==> src/clas_pkg.sv <==
// Shared types and constants for the command line argument splitter.
package clas_pkg;

   localparam int MAX_PENDING_BACKSLASHES = 255;
   localparam int BS_CAP_INT = (MAX_PENDING_BACKSLASHES < 255) ? MAX_PENDING_BACKSLASHES : 255;
   localparam logic [7:0] BS_CAP = BS_CAP_INT[7:0];

   localparam logic [15:0] CH_NUL       = 16'h0000;
   localparam logic [15:0] CH_QUOTE     = 16'h0022;
   localparam logic [15:0] CH_BACKSLASH = 16'h005C;
   localparam logic [15:0] CH_TAB       = 16'h0009;
   localparam logic [15:0] CH_SPACE     = 16'h0020;

   localparam int CMD_DEPTH = 4;
   localparam int CMD_PTR_W = $clog2(CMD_DEPTH);
   localparam int CMD_CNT_W = $clog2(CMD_DEPTH + 1);

   typedef enum logic [1:0] {
      KIND_RUN      = 2'd0,
      KIND_ARG_END  = 2'd1,
      KIND_LINE_END = 2'd2
   } kind_type;

   typedef struct packed {
      logic [7:0]  bs_count;
      logic        has_char;
      logic [15:0] ch;
      logic        arg_end;
      logic        line_end;
   } cmd_type;

endpackage

==> src/clas_front.sv <==
// Front end: accepts characters, tracks quote and backslash state, builds commands.
module clas_front (
   input  logic            clock,
   input  logic            reset,
   input  logic            accept,
   input  logic [15:0]     char_code,
   output logic            push,
   output clas_pkg::cmd_type cmd
);
   import clas_pkg::*;

   logic       quoted_ff, quoted_in;
   logic       empty_ff, empty_in;
   logic [7:0] pend_ff, pend_in;

   always_comb begin
      quoted_in = quoted_ff;
      empty_in  = empty_ff;
      pend_in   = 8'd0;
      cmd       = '0;
      if (char_code == CH_BACKSLASH) begin
         pend_in  = (pend_ff < BS_CAP) ? pend_ff + 8'd1 : pend_ff;
         empty_in = 1'b0;
      end else if (char_code == CH_NUL) begin
         cmd.bs_count = pend_ff;
         cmd.arg_end  = ~empty_ff;
         cmd.line_end = 1'b1;
         quoted_in    = 1'b0;
         empty_in     = 1'b1;
      end else if (char_code == CH_QUOTE) begin
         cmd.bs_count = {1'b0, pend_ff[7:1]};
         cmd.has_char = pend_ff[0];
         cmd.ch       = CH_QUOTE;
         quoted_in    = pend_ff[0] ? quoted_ff : ~quoted_ff;
         empty_in     = 1'b0;
      end else if (char_code == CH_SPACE || char_code == CH_TAB) begin
         cmd.bs_count = pend_ff;
         if (quoted_ff) begin
            cmd.has_char = 1'b1;
            cmd.ch       = char_code;
         end else if (!empty_ff) begin
            cmd.arg_end = 1'b1;
            empty_in    = 1'b1;
         end
      end else begin
         cmd.bs_count = pend_ff;
         cmd.has_char = 1'b1;
         cmd.ch       = char_code;
         empty_in     = 1'b0;
      end
   end

   assign push = accept &&
                 (cmd.bs_count != 8'd0 || cmd.has_char || cmd.arg_end || cmd.line_end);

   always_ff @(posedge clock) begin
      if (reset) begin
         quoted_ff <= 1'b0;
         empty_ff  <= 1'b1;
         pend_ff   <= 8'd0;
      end else if (accept) begin
         quoted_ff <= quoted_in;
         empty_ff  <= empty_in;
         pend_ff   <= pend_in;
      end
   end

endmodule

==> src/clas_cmd_fifo.sv <==
// Short command queue between the front end and the result sequencer.
module clas_cmd_fifo (
   input  logic              clock,
   input  logic              reset,
   input  logic              push,
   input  clas_pkg::cmd_type push_cmd,
   output logic              full,
   input  logic              pop,
   output logic              head_valid,
   output clas_pkg::cmd_type head_cmd
);
   import clas_pkg::*;

   cmd_type                mem [CMD_DEPTH];
   logic [CMD_PTR_W-1:0]   wr_ptr_ff, rd_ptr_ff;
   logic [CMD_CNT_W-1:0]   count_ff;
   logic                   do_push, do_pop;

   assign full       = (count_ff == CMD_CNT_W'(CMD_DEPTH));
   assign head_valid = (count_ff != '0);
   assign head_cmd   = mem[rd_ptr_ff];
   assign do_push    = push && !full;
   assign do_pop     = pop && head_valid;

   always_ff @(posedge clock) begin
      if (do_push) begin
         mem[wr_ptr_ff] <= push_cmd;
      end
   end

   always_ff @(posedge clock) begin
      if (reset) begin
         wr_ptr_ff <= '0;
         rd_ptr_ff <= '0;
         count_ff  <= '0;
      end else begin
         if (do_push) begin
            wr_ptr_ff <= wr_ptr_ff + CMD_PTR_W'(1);
         end
         if (do_pop) begin
            rd_ptr_ff <= rd_ptr_ff + CMD_PTR_W'(1);
         end
         unique case ({do_push, do_pop})
            2'b10:   count_ff <= count_ff + CMD_CNT_W'(1);
            2'b01:   count_ff <= count_ff - CMD_CNT_W'(1);
            default: count_ff <= count_ff;
         endcase
      end
   end

endmodule

==> src/clas_back.sv <==
// Back end: expands each queued command into result transfers, one per cycle while rsp_tready is high.
module clas_back (
   input  logic              clock,
   input  logic              reset,
   input  logic              head_valid,
   input  clas_pkg::cmd_type head_cmd,
   output logic              pop,
   output logic              rsp_tvalid,
   input  logic              rsp_tready,
   output logic [23:0]       rsp_tdata,
   output logic [1:0]        rsp_tuser,
   output logic              rsp_tlast
);
   import clas_pkg::*;

   logic [3:0]  done_ff, done_in;
   logic [3:0]  parts, remain, sel;
   logic        valid_ff, valid_in;
   logic        load, last;
   kind_type    kind_ff, kind_in;
   logic [15:0] char_ff, char_in;
   logic [7:0]  cnt_ff, cnt_in;
   logic        tlast_ff;

   assign parts  = {head_cmd.line_end, head_cmd.arg_end, head_cmd.has_char,
                    head_cmd.bs_count != 8'd0};
   assign remain = parts & ~done_ff;
   assign last   = ((remain & ~sel) == 4'd0);
   assign load   = head_valid && (!valid_ff || rsp_tready);
   assign pop    = load && last;

   always_comb begin
      sel     = 4'd0;
      kind_in = KIND_RUN;
      char_in = 16'd0;
      cnt_in  = 8'd0;
      priority if (remain[0]) begin
         sel     = 4'b0001;
         char_in = CH_BACKSLASH;
         cnt_in  = head_cmd.bs_count;
      end else if (remain[1]) begin
         sel     = 4'b0010;
         char_in = head_cmd.ch;
         cnt_in  = 8'd1;
      end else if (remain[2]) begin
         sel     = 4'b0100;
         kind_in = KIND_ARG_END;
      end else begin
         sel     = 4'b1000;
         kind_in = KIND_LINE_END;
      end
   end

   always_comb begin
      done_in  = done_ff;
      valid_in = valid_ff;
      if (load) begin
         valid_in = 1'b1;
         done_in  = last ? 4'd0 : (done_ff | sel);
      end else if (rsp_tready) begin
         valid_in = 1'b0;
      end
   end

   always_ff @(posedge clock) begin
      if (reset) begin
         done_ff  <= 4'd0;
         valid_ff <= 1'b0;
      end else begin
         done_ff  <= done_in;
         valid_ff <= valid_in;
      end
   end

   always_ff @(posedge clock) begin
      if (load) begin
         kind_ff  <= kind_in;
         char_ff  <= char_in;
         cnt_ff   <= cnt_in;
         tlast_ff <= last;
      end
   end

   assign rsp_tvalid = valid_ff;
   assign rsp_tdata  = {cnt_ff, char_ff};
   assign rsp_tuser  = kind_ff;
   assign rsp_tlast  = tlast_ff;

endmodule

==> src/command_line_argument_splitter.sv <==
// Top level of the command line argument splitter.
//
// req channel: one UTF-16 code unit per transfer in req_tdata; zero ends the line.
// rsp channel: one result per transfer. rsp_tuser holds the kind (character run,
// argument end, line end), rsp_tdata the character and its repeat count, and
// rsp_tlast marks the final result caused by one input character.
// A character enters the command queue at its transfer edge, the sequencer then
// loads the first result into its output register, and that result transfers from
// there. Throughput: one character per cycle while the command queue is not full;
// a character that causes two or three results occupies the result sequencer while
// it sends them, and the four-entry command queue absorbs that. Backslashes, and
// blanks outside quotes in an empty argument, cause no result and do not occupy
// the sequencer.
// req_tready drops only when the command queue is full.
// Reset clears the quote state, the pending backslash count, the queue and the
// output register; the block takes characters in the first cycle after reset.
// When rsp_tready is low the current result holds and the queue fills up
// behind it before input stalls.
module command_line_argument_splitter (
   input  logic        clock,
   input  logic        reset,
   input  logic        req_tvalid,
   output logic        req_tready,
   input  logic [15:0] req_tdata,   // [15:0] char_code
   output logic        rsp_tvalid,
   input  logic        rsp_tready,
   output logic [23:0] rsp_tdata,   // [15:0] out_char, [23:16] repeat_count
   output logic [1:0]  rsp_tuser,   // [1:0] kind
   output logic        rsp_tlast
);
   import clas_pkg::*;

   logic    accept, push, full, pop, head_valid;
   cmd_type cmd, head_cmd;

   assign req_tready = !full;
   assign accept     = req_tvalid && req_tready;

   clas_front u_front (
      .clock     (clock),
      .reset     (reset),
      .accept    (accept),
      .char_code (req_tdata),
      .push      (push),
      .cmd       (cmd)
   );

   clas_cmd_fifo u_fifo (
      .clock      (clock),
      .reset      (reset),
      .push       (push),
      .push_cmd   (cmd),
      .full       (full),
      .pop        (pop),
      .head_valid (head_valid),
      .head_cmd   (head_cmd)
   );

   clas_back u_back (
      .clock      (clock),
      .reset      (reset),
      .head_valid (head_valid),
      .head_cmd   (head_cmd),
      .pop        (pop),
      .rsp_tvalid (rsp_tvalid),
      .rsp_tready (rsp_tready),
      .rsp_tdata  (rsp_tdata),
      .rsp_tuser  (rsp_tuser),
      .rsp_tlast  (rsp_tlast)
   );

   a_line_end_last: assert property (@(posedge clock) disable iff (reset)
      rsp_tvalid && rsp_tuser == KIND_LINE_END |-> rsp_tlast)
      else $error("line end not marked last");

   a_run_nonzero: assert property (@(posedge clock) disable iff (reset)
      rsp_tvalid && rsp_tuser == KIND_RUN |-> rsp_tdata[23:16] != 8'd0)
      else $error("character run with zero count");

   a_mark_no_data: assert property (@(posedge clock) disable iff (reset)
      rsp_tvalid && (rsp_tuser == KIND_ARG_END || rsp_tuser == KIND_LINE_END)
      |-> rsp_tdata == 24'd0)
      else $error("argument or line end carries data");

   a_no_overflow: assert property (@(posedge clock) disable iff (reset)
      push |-> !full)
      else $error("command queue overflow");

endmodule
==> config.mk <==
export PLATFORM = sky130hd
export DESIGN_NAME = command_line_argument_splitter
export DESIGN_NICKNAME = d
export VERILOG_FILES = /design/src/clas_pkg.sv /design/src/clas_front.sv /design/src/clas_cmd_fifo.sv /design/src/clas_back.sv /design/src/command_line_argument_splitter.sv
export SDC_FILE = /design/constraint.sdc
export NUM_CORES = 1
export LEC_CHECK = 0
export ABC_CLOCK_PERIOD_IN_PS = 5900
export BUFFER_PORTS_ARGS = -buffer_cell sky130_fd_sc_hd__buf_2
export CAP_MARGIN = 30
export CORE_ASPECT_RATIO = 2
export CORE_MARGIN = 2
export CORE_UTILIZATION = 30
export CTS_BUF_LIST = sky130_fd_sc_hd__clkbuf_8
export DETAILED_ROUTE_END_ITERATION = 8
export PLACE_DENSITY = 0.52
export SETUP_SLACK_MARGIN = 0.02
export SLEW_MARGIN = 20
export SYNTH_ARGS = -nofsm -noshare
export SYNTH_HDL_FRONTEND = slang
export SYNTH_SLANG_ARGS = --single-unit
==> constraint.sdc <==
create_clock -name clock -period 5.9 [get_ports clock]
set_input_delay 1.18 -clock clock [delete_from_list [all_inputs] [get_ports clock]]
set_output_delay 1.18 -clock clock [all_outputs]
set_load 0.02 [all_outputs]
# Yosys cells after proc, flatten, opt, wreduce, memory -nomap -nowiden
# Memories as Yosys holds them, arrays and structs flattened. A register that Yosys moved wholly into a read port is not among the register bits.
# Cells that the tools add are included.
dict set report word_totals {
  ram_bits 108
  n_memories 1
  ff_bits 49
  output_inout_bits 29
  input_bits 20
  wordCells 102
}
dict set report classes {
  addsub 5
  n_reduce_logical 26
  n_eq_ne 10
  order_cmp 1
  bitwise_logic 9
  mux 37
}
# memory words word_bits read_ports rd_ports_with_merged_regs wr line
set memory_table {}
lappend memory_table {u_fifo.mem 4 27 1 1 1 clas_cmd_fifo.sv:14} ;# cmd_type mem [CMD_DEPTH];
# op count
set ops {}
lappend ops {{$mux 17} 3}
lappend ops {{$eq 16x6->1 const B} 2}
lappend ops {{$mux 8} 4}
lappend ops {{$mux 27} 1}
lappend ops {{$mux 25} 1}
lappend ops {{$mux 1} 19}
lappend ops {{$eq 16x4->1 const B} 1}
lappend ops {{$eq 16x7->1 const B} 1}
lappend ops {{$logic_not 16->1} 1}
lappend ops {{$mux 4} 4}
lappend ops {{$reduce_bool 8->1} 2}
lappend ops {{$add 8x1->8 const B} 1}
lappend ops {{$and 4x4->4} 2}
lappend ops {{$lt 8x8->1 const B} 1}
lappend ops {{$not 4->4} 2}
lappend ops {{$mux 7} 1}
lappend ops {{$logic_and 1x1->1} 6}
lappend ops {{$mux 2} 3}
lappend ops {{$pmux 3 s2} 1}
lappend ops {{$reduce_bool 2->1} 3}
lappend ops {{$logic_or 1x1->1} 5}
lappend ops {{$ne 5x5->1 const B} 1}
lappend ops {{$add 2x1->2 const B} 2}
lappend ops {{$logic_not 4->1} 1}
lappend ops {{other kinds (13)} 20}

# Depth between registers and ports, before layout
dict set report depth {
  depth_word 14
  ltp_mapped 13
  mapped_depth_nobuf 13
}

# Cells and area by module
# A second synthesis with hierarchy kept.
dict set report hier_totals {
  cells_unflattened 433
  hier_area_um2 6663.9
}
# mod seq_area_each_um2 area_each_um2 instances cells_per_inst
set modules_own_cells {}
lappend modules_own_cells {clas_cmd_fifo 3423.3 4419.2 1 193}
lappend modules_own_cells {clas_back 910.9 1320.0 1 99}
lappend modules_own_cells {clas_front 200.2 914.6 1 139}
lappend modules_own_cells {command_line_argument_splitter 0.0 10.0 1 2}

# Worst setup path after synthesis
# No wires, ideal clock.
dict set report synth_path {
  kind {input port to flip-flop}
  start {input port rsp_tready}
  end {register u_fifo.count_ff[2]}
  stages 10
  setup_ps 71
  n_path_buf 0
  arrival_ps 4744
  t_required_ps 5829
  setup_slack_ps 1086
  path_cell_list {inv_1 -> a21oi_1 -> o21ai_0 -> nor3_2 -> ha_1 -> inv_1 -> fa_1 -> xor2_1 -> or3_1 -> a21oi_1}
}
dict set report synth_via {
  elab_chain_len 6
  elab_cells_between_ends 8
  cone_classes {eq/ne: 2; mux: 1; reduce/logical: 5}
}
# element line
set synth_rtl {}
lappend synth_rtl {{start: declaration} command_line_argument_splitter.sv:26} ;# input logic rsp_tready,
lappend synth_rtl {{$logic_or 1x1->1 (*)} clas_back.sv:29} ;# assign load = head_valid && (!valid_ff || rsp_tready);
lappend synth_rtl {{$logic_and 1x1->1 (*)} clas_back.sv:29}
lappend synth_rtl {{net u_back.load} clas_back.sv:19} ;# logic load, last;
lappend synth_rtl {{$logic_and 1x1->1 (*)} clas_back.sv:30} ;# assign pop = load && last;
lappend synth_rtl {{$logic_and 1x1->1 (*)} clas_cmd_fifo.sv:23} ;# assign do_pop = pop && head_valid;
lappend synth_rtl {{net u_fifo.do_pop} clas_cmd_fifo.sv:17} ;# logic do_push, do_pop;
lappend synth_rtl {{$eq 2x1->1 or $eq 2x2->1 (tied branches)} clas_cmd_fifo.sv:43} ;# unique case ({do_push, do_pop})
lappend synth_rtl {{$pmux 3 s2 or $reduce_bool 2->1 (tied branches)} -}
lappend synth_rtl {{end signal: assignment} clas_cmd_fifo.sv:44} ;# 2'b10: count_ff <= count_ff + CMD_CNT_W'(1);
lappend synth_rtl {{end signal: assignment} clas_cmd_fifo.sv:45} ;# 2'b01: count_ff <= count_ff - CMD_CNT_W'(1);
lappend synth_rtl {{end signal: assignment} clas_cmd_fifo.sv:46} ;# default: count_ff <= count_ff;
lappend synth_rtl {{end: declaration} clas_cmd_fifo.sv:16} ;# logic [CMD_CNT_W-1:0] count_ff;
# Mark *: on every way through the listed nets, which the timed path passes. The rest lies on a longest branch.
# A chain may end at the register's enable or synchronous reset.

# Worst setup path after layout
dict set report layout_path {
  start {input port req_tdata[12]}
  end {register u_fifo.count_ff[2]}
}
dict set report layout_via {
  elab_chain_len 13
  elab_cells_between_ends 25
  cone_classes {eq/ne: 6; mux: 10; reduce/logical: 9}
}
# element line
set layout_rtl {}
lappend layout_rtl {{start: declaration} command_line_argument_splitter.sv:24} ;# input logic [15:0] req_tdata,
lappend layout_rtl {{$eq 16x6->1 or $eq 16x4->1 (tied branches)} clas_front.sv:36} ;# end else if (char_code == CH_SPACE || char_code == CH_TAB) begin
lappend layout_rtl {{$logic_or 1x1->1} clas_front.sv:36}
lappend layout_rtl {{$mux 17} clas_front.sv:36}
lappend layout_rtl {{$mux 25} clas_front.sv:30} ;# end else if (char_code == CH_QUOTE) begin
lappend layout_rtl {{$mux 17} clas_front.sv:24} ;# end else if (char_code == CH_NUL) begin
lappend layout_rtl {{$mux 27 (*)} clas_front.sv:21} ;# if (char_code == CH_BACKSLASH) begin
lappend layout_rtl {{parallel branches: the longest is 2 deep, another holds $reduce_bool 8->1} -}
lappend layout_rtl {{$logic_or 1x1->1 (*)} clas_front.sv:54} ;# (cmd.bs_count != 8'd0 || cmd.has_char || cmd.arg_end || cmd.line_end);
lappend layout_rtl {{$logic_and 1x1->1 (*)} clas_front.sv:53} ;# assign push = accept &&
lappend layout_rtl {{$logic_and 1x1->1 (*)} clas_cmd_fifo.sv:22} ;# assign do_push = push && !full;
lappend layout_rtl {{$eq 2x1->1 or $eq 2x2->1 (tied branches)} clas_cmd_fifo.sv:43}
lappend layout_rtl {{$pmux 3 s2 or $reduce_bool 2->1 (tied branches)} -}
# Mark *: on every way between the ends.

==> results by group <==
Timing
  – Relative slew slack: ~46%
  – Setup total negative slack: 0 ns
  – Final count of pins violating max slew: 0
  – Hold_ws: 0.501 ns
  – Fmax: 0.233 GHz
  – Skew final: about 0.011 ns
  – Fin. Hold Viols: 0
  – Worst-Margin Slew: slightly above 0.8 ns
  – RSZ-0062 raised after global routing: false
  – Fin crit period: about 4.3 ns
  – Setup-failing EPs final: 0
  – Final period util: between 70% and 80%

Clocking
  – CTS tree: yes
  – # hold bufs at CTS: 0
  – H-tree depth: 4
  – CTS Root Buffer Type: clkbuf_8
  – Post-CTS Resized: 0
  – Post-CTS Setup Bufs: 0
  – Clock Pin Slew Worst Setup and Hold Paths: roughly 0.080 ns
  – Clock Tree Buf Depth: 2
  – Clock Latency Late Sink: 0.46 ns
  – CTS buffer count: 17
  – CTS sink cnt: between 150 and 200

Power
  – Worst VDD drop: 0.142 mV
  – Total Power: 0.00258 W
  – Leakage power: approximately 2.5 nW
  – P per Cell Area: about 340 nW/um^2

Finish
  – Nets: around 500
  – Filler cells: around 2.0k
  – Layout cells sized above 1: approximately 28%
  – Ant diodes: 0
  – Layout area overhead: 14.2%

Yosys
  – Ys flop type: edfxtp_1
  – Synth top area cells: edfxtp_1, mux4_2, dfxtp_1
  – Top cell type's share of synthesized area: roughly three fifths
  – Synth Register Bits: 159
  – Mapped cell area: between 6000 and 7000 um^2
  – Net Count, Synth: 448
  – Synth Warn #: 0
  – Post-synth top area cell: edfxtp_1
  – EDFF count, synth: roughly 140
  – Count leader, synth: edfxtp_1
  – Sequential area share after synthesis: between 60% and 70%
  – Netlist cell types: 54
  – Synth Area per Inst: 15.6 um^2
  – Most frequent cells after synthesis: edfxtp_1, nor2_1, mux4_2
  – Synth async-reset ratio: 0%
  – Post-Syn Instances: around 420

Floorplan
  – Starting density of the core: a little under a third
  – I/O pin total: 49
  – Die Y: 213 um
  – Cell Rows: 76
  – Die area: between 20000 and 25000 um^2
  – Core box area: 21600 um^2
  – Chip Width: around 110 um

Detailed routing
  – # DRC: 0
  – Via/cell ratio: about 4.8
  – Mean routed wirelength per cell: 17.7 um
  – Post-DRT Antenna Nets: 0
  – Via count: 3655
  – Drt first pass iters: 4
  – Drt initial violations: 195
  – DRT Wirelength: roughly 13000 um

GRT
  – Tot GR Track Use: between 10% and 20%
  – Number of global-route vias before repair: 3917
  – Initial antenna violation count: 1
  – GRT Residual Overflow: 0
  – First-pass GRT wire length: around 21000 um
  – Largest net degree at the start of global routing: 31

Worst setup path
  – CP required: 6.29 ns
  – Data arrival time of the critical path: about 4.7 ns
  – Crit Path Class: input pin to flip-flop
  – RR Endpoint: u_fifo.count_ff[2]
  – Reg2reg setup slack: ~2.3 ns
  – Crit start category: input pin
  – CP endpoint kind: flip-flop
  – CP max FO: 9
  – R2R depth: 12

Min path
  – Worst Hold Class: flip-flop to flip-flop
  – Hold depth: 2
  – Hold Crit Start: u_back.rsp_tvalid
  – Hold endpoint: u_back.rsp_tvalid

Job
  – Max_cap viols: 0

Place
  – HPWL after detailed placement: just under 9000 um
  – RD Place Congestion: 0.778
  – Input/output buffers: 48

Run status
  – Status: completed
==> cell type report <==
type	instances	area (um^2)	area share, %
Clock buffer	19	262	3.48
Clock inverter	13	138	1.83
Inverter	12	45.0	0.599
Multi-Input combinational cell	224	1900	25.3
Sequential cell	159	4540	60.4
Tap cell	273	342	4.55
Timing Repair Buffer	54	289	3.85
==> cell families (layout without fill, tap and decap cells) <==
family | after synthesis | in the layout | synth area share (%)
flip-flops | 159 | 159 | 68.9
AND/OR/NAND/NOR | 133 | 133 | 11.0
AO/OA/AOI/OAI | 39 | 39 | 4.26
buffers and inverters | 38 | 98 | 2.49
multiplexers | 36 | 36 | 10.7
XOR/XNOR | 9 | 9 | 1.20
adder cells (fa/ha/maj) | 7 | 7 | 1.44
==> per-layer routing <==
metal | share of wire, % | vias to the layer above | global-route usage [%] | routed length (um)
li1 | - | 1699 | - | -
met4 | 3.6 | 2 | 6.98 | 484
met1 | 36 | 1830 | 12.2 | 4800
met5 | 0.098 | - | 0 | 13
met3 | 4.0 | 30 | 3.83 | 527
met2 | 56 | 94 | 23.1 | 7490
==> cells in the final DEF, fill, tap and decap left out, types with 6 or more instances in the layout <==
master | netlist | final
nor3_1 | 10 | 10
edfxtp_1 | 135 | 135
and3_1 | 13 | 13
nand2_1 | 21 | 21
nor2_1 | 30 | 30
buf_2 | 3 | 48
a21oi_1 | 11 | 10
o21ai_0 | 7 | 7
and2_1 | 20 | 16
dfxtp_1 | 24 | 23
clkbuf_8 | 0 | 19
mux4_2 | 27 | 27
mux2i_1 | 8 | 8
inv_1 | 10 | 11
ha_1 | 6 | 6
==> flip-flops by register name, indices dropped and copies added (netlist names), named ones only <==
name and flops:
u_fifo.wr_ptr_ff 2, u_back.char_ff 16, u_back.cnt_ff 8, u_back.rsp_tvalid 1, u_fifo.count_ff 3, u_back.rsp_tlast 1
u_back.done_ff 4, u_fifo.rd_ptr_ff 2, u_front.quoted_ff 1, u_front.pend_ff 8, u_front.empty_ff 1, u_back.rsp_tuser 2
u_fifo.mem 108
==> metrics by stage <==
step                      instance area, um^2  utilization (%)  setup WS, ns  cells
after floorplan                          6580                -          1.09    421
after global placement                   7100             32.9          1.17    721
after detailed placement                 7100             32.9          1.10    721
after CTS                                7500             34.8          1.59    753
after global routing                     7510             34.8          1.45    754
final                                    7510             34.8          1.60    754
==> how the worst max path moves through the flow <==
stage | start | endpoint | slack [ns] | cells past startpoint
detailed placement | req_tdata[12] | u_fifo.count_ff[2] | 1.10 | 13
floorplan | rsp_tready | u_fifo.count_ff[2] | 1.09 | 10
global placement | req_tdata[12] | u_fifo.count_ff[2] | 1.17 | 13
finish | req_tdata[12] | u_fifo.count_ff[2] | 1.60 | 13
global route | req_tdata[12] | u_fifo.count_ff[2] | 1.45 | 13
CTS | req_tdata[12] | u_fifo.count_ff[2] | 1.59 | 13
==> worst max-delay path, stage by stage <==
cell	delay, ns
buf_2	0.12
or4_4	0.56
or4_4	0.55
or2_1	0.43
o41ai_4	0.29
o22ai_2	0.15
inv_2	0.12
ha_1	0.18
inv_1	0.07
fa_1	0.42
xor2_1	0.16
or3_1	0.30
a21oi_1	0.15
==> where the power goes <==
part           internal (W)  switching (W)  total, W
sequential          0.00135      0.0000310   0.00138
clock              0.000399       0.000410  0.000809
combinational      0.000135       0.000259  0.000395
Note: power is estimated with default switching activity, not from simulation.
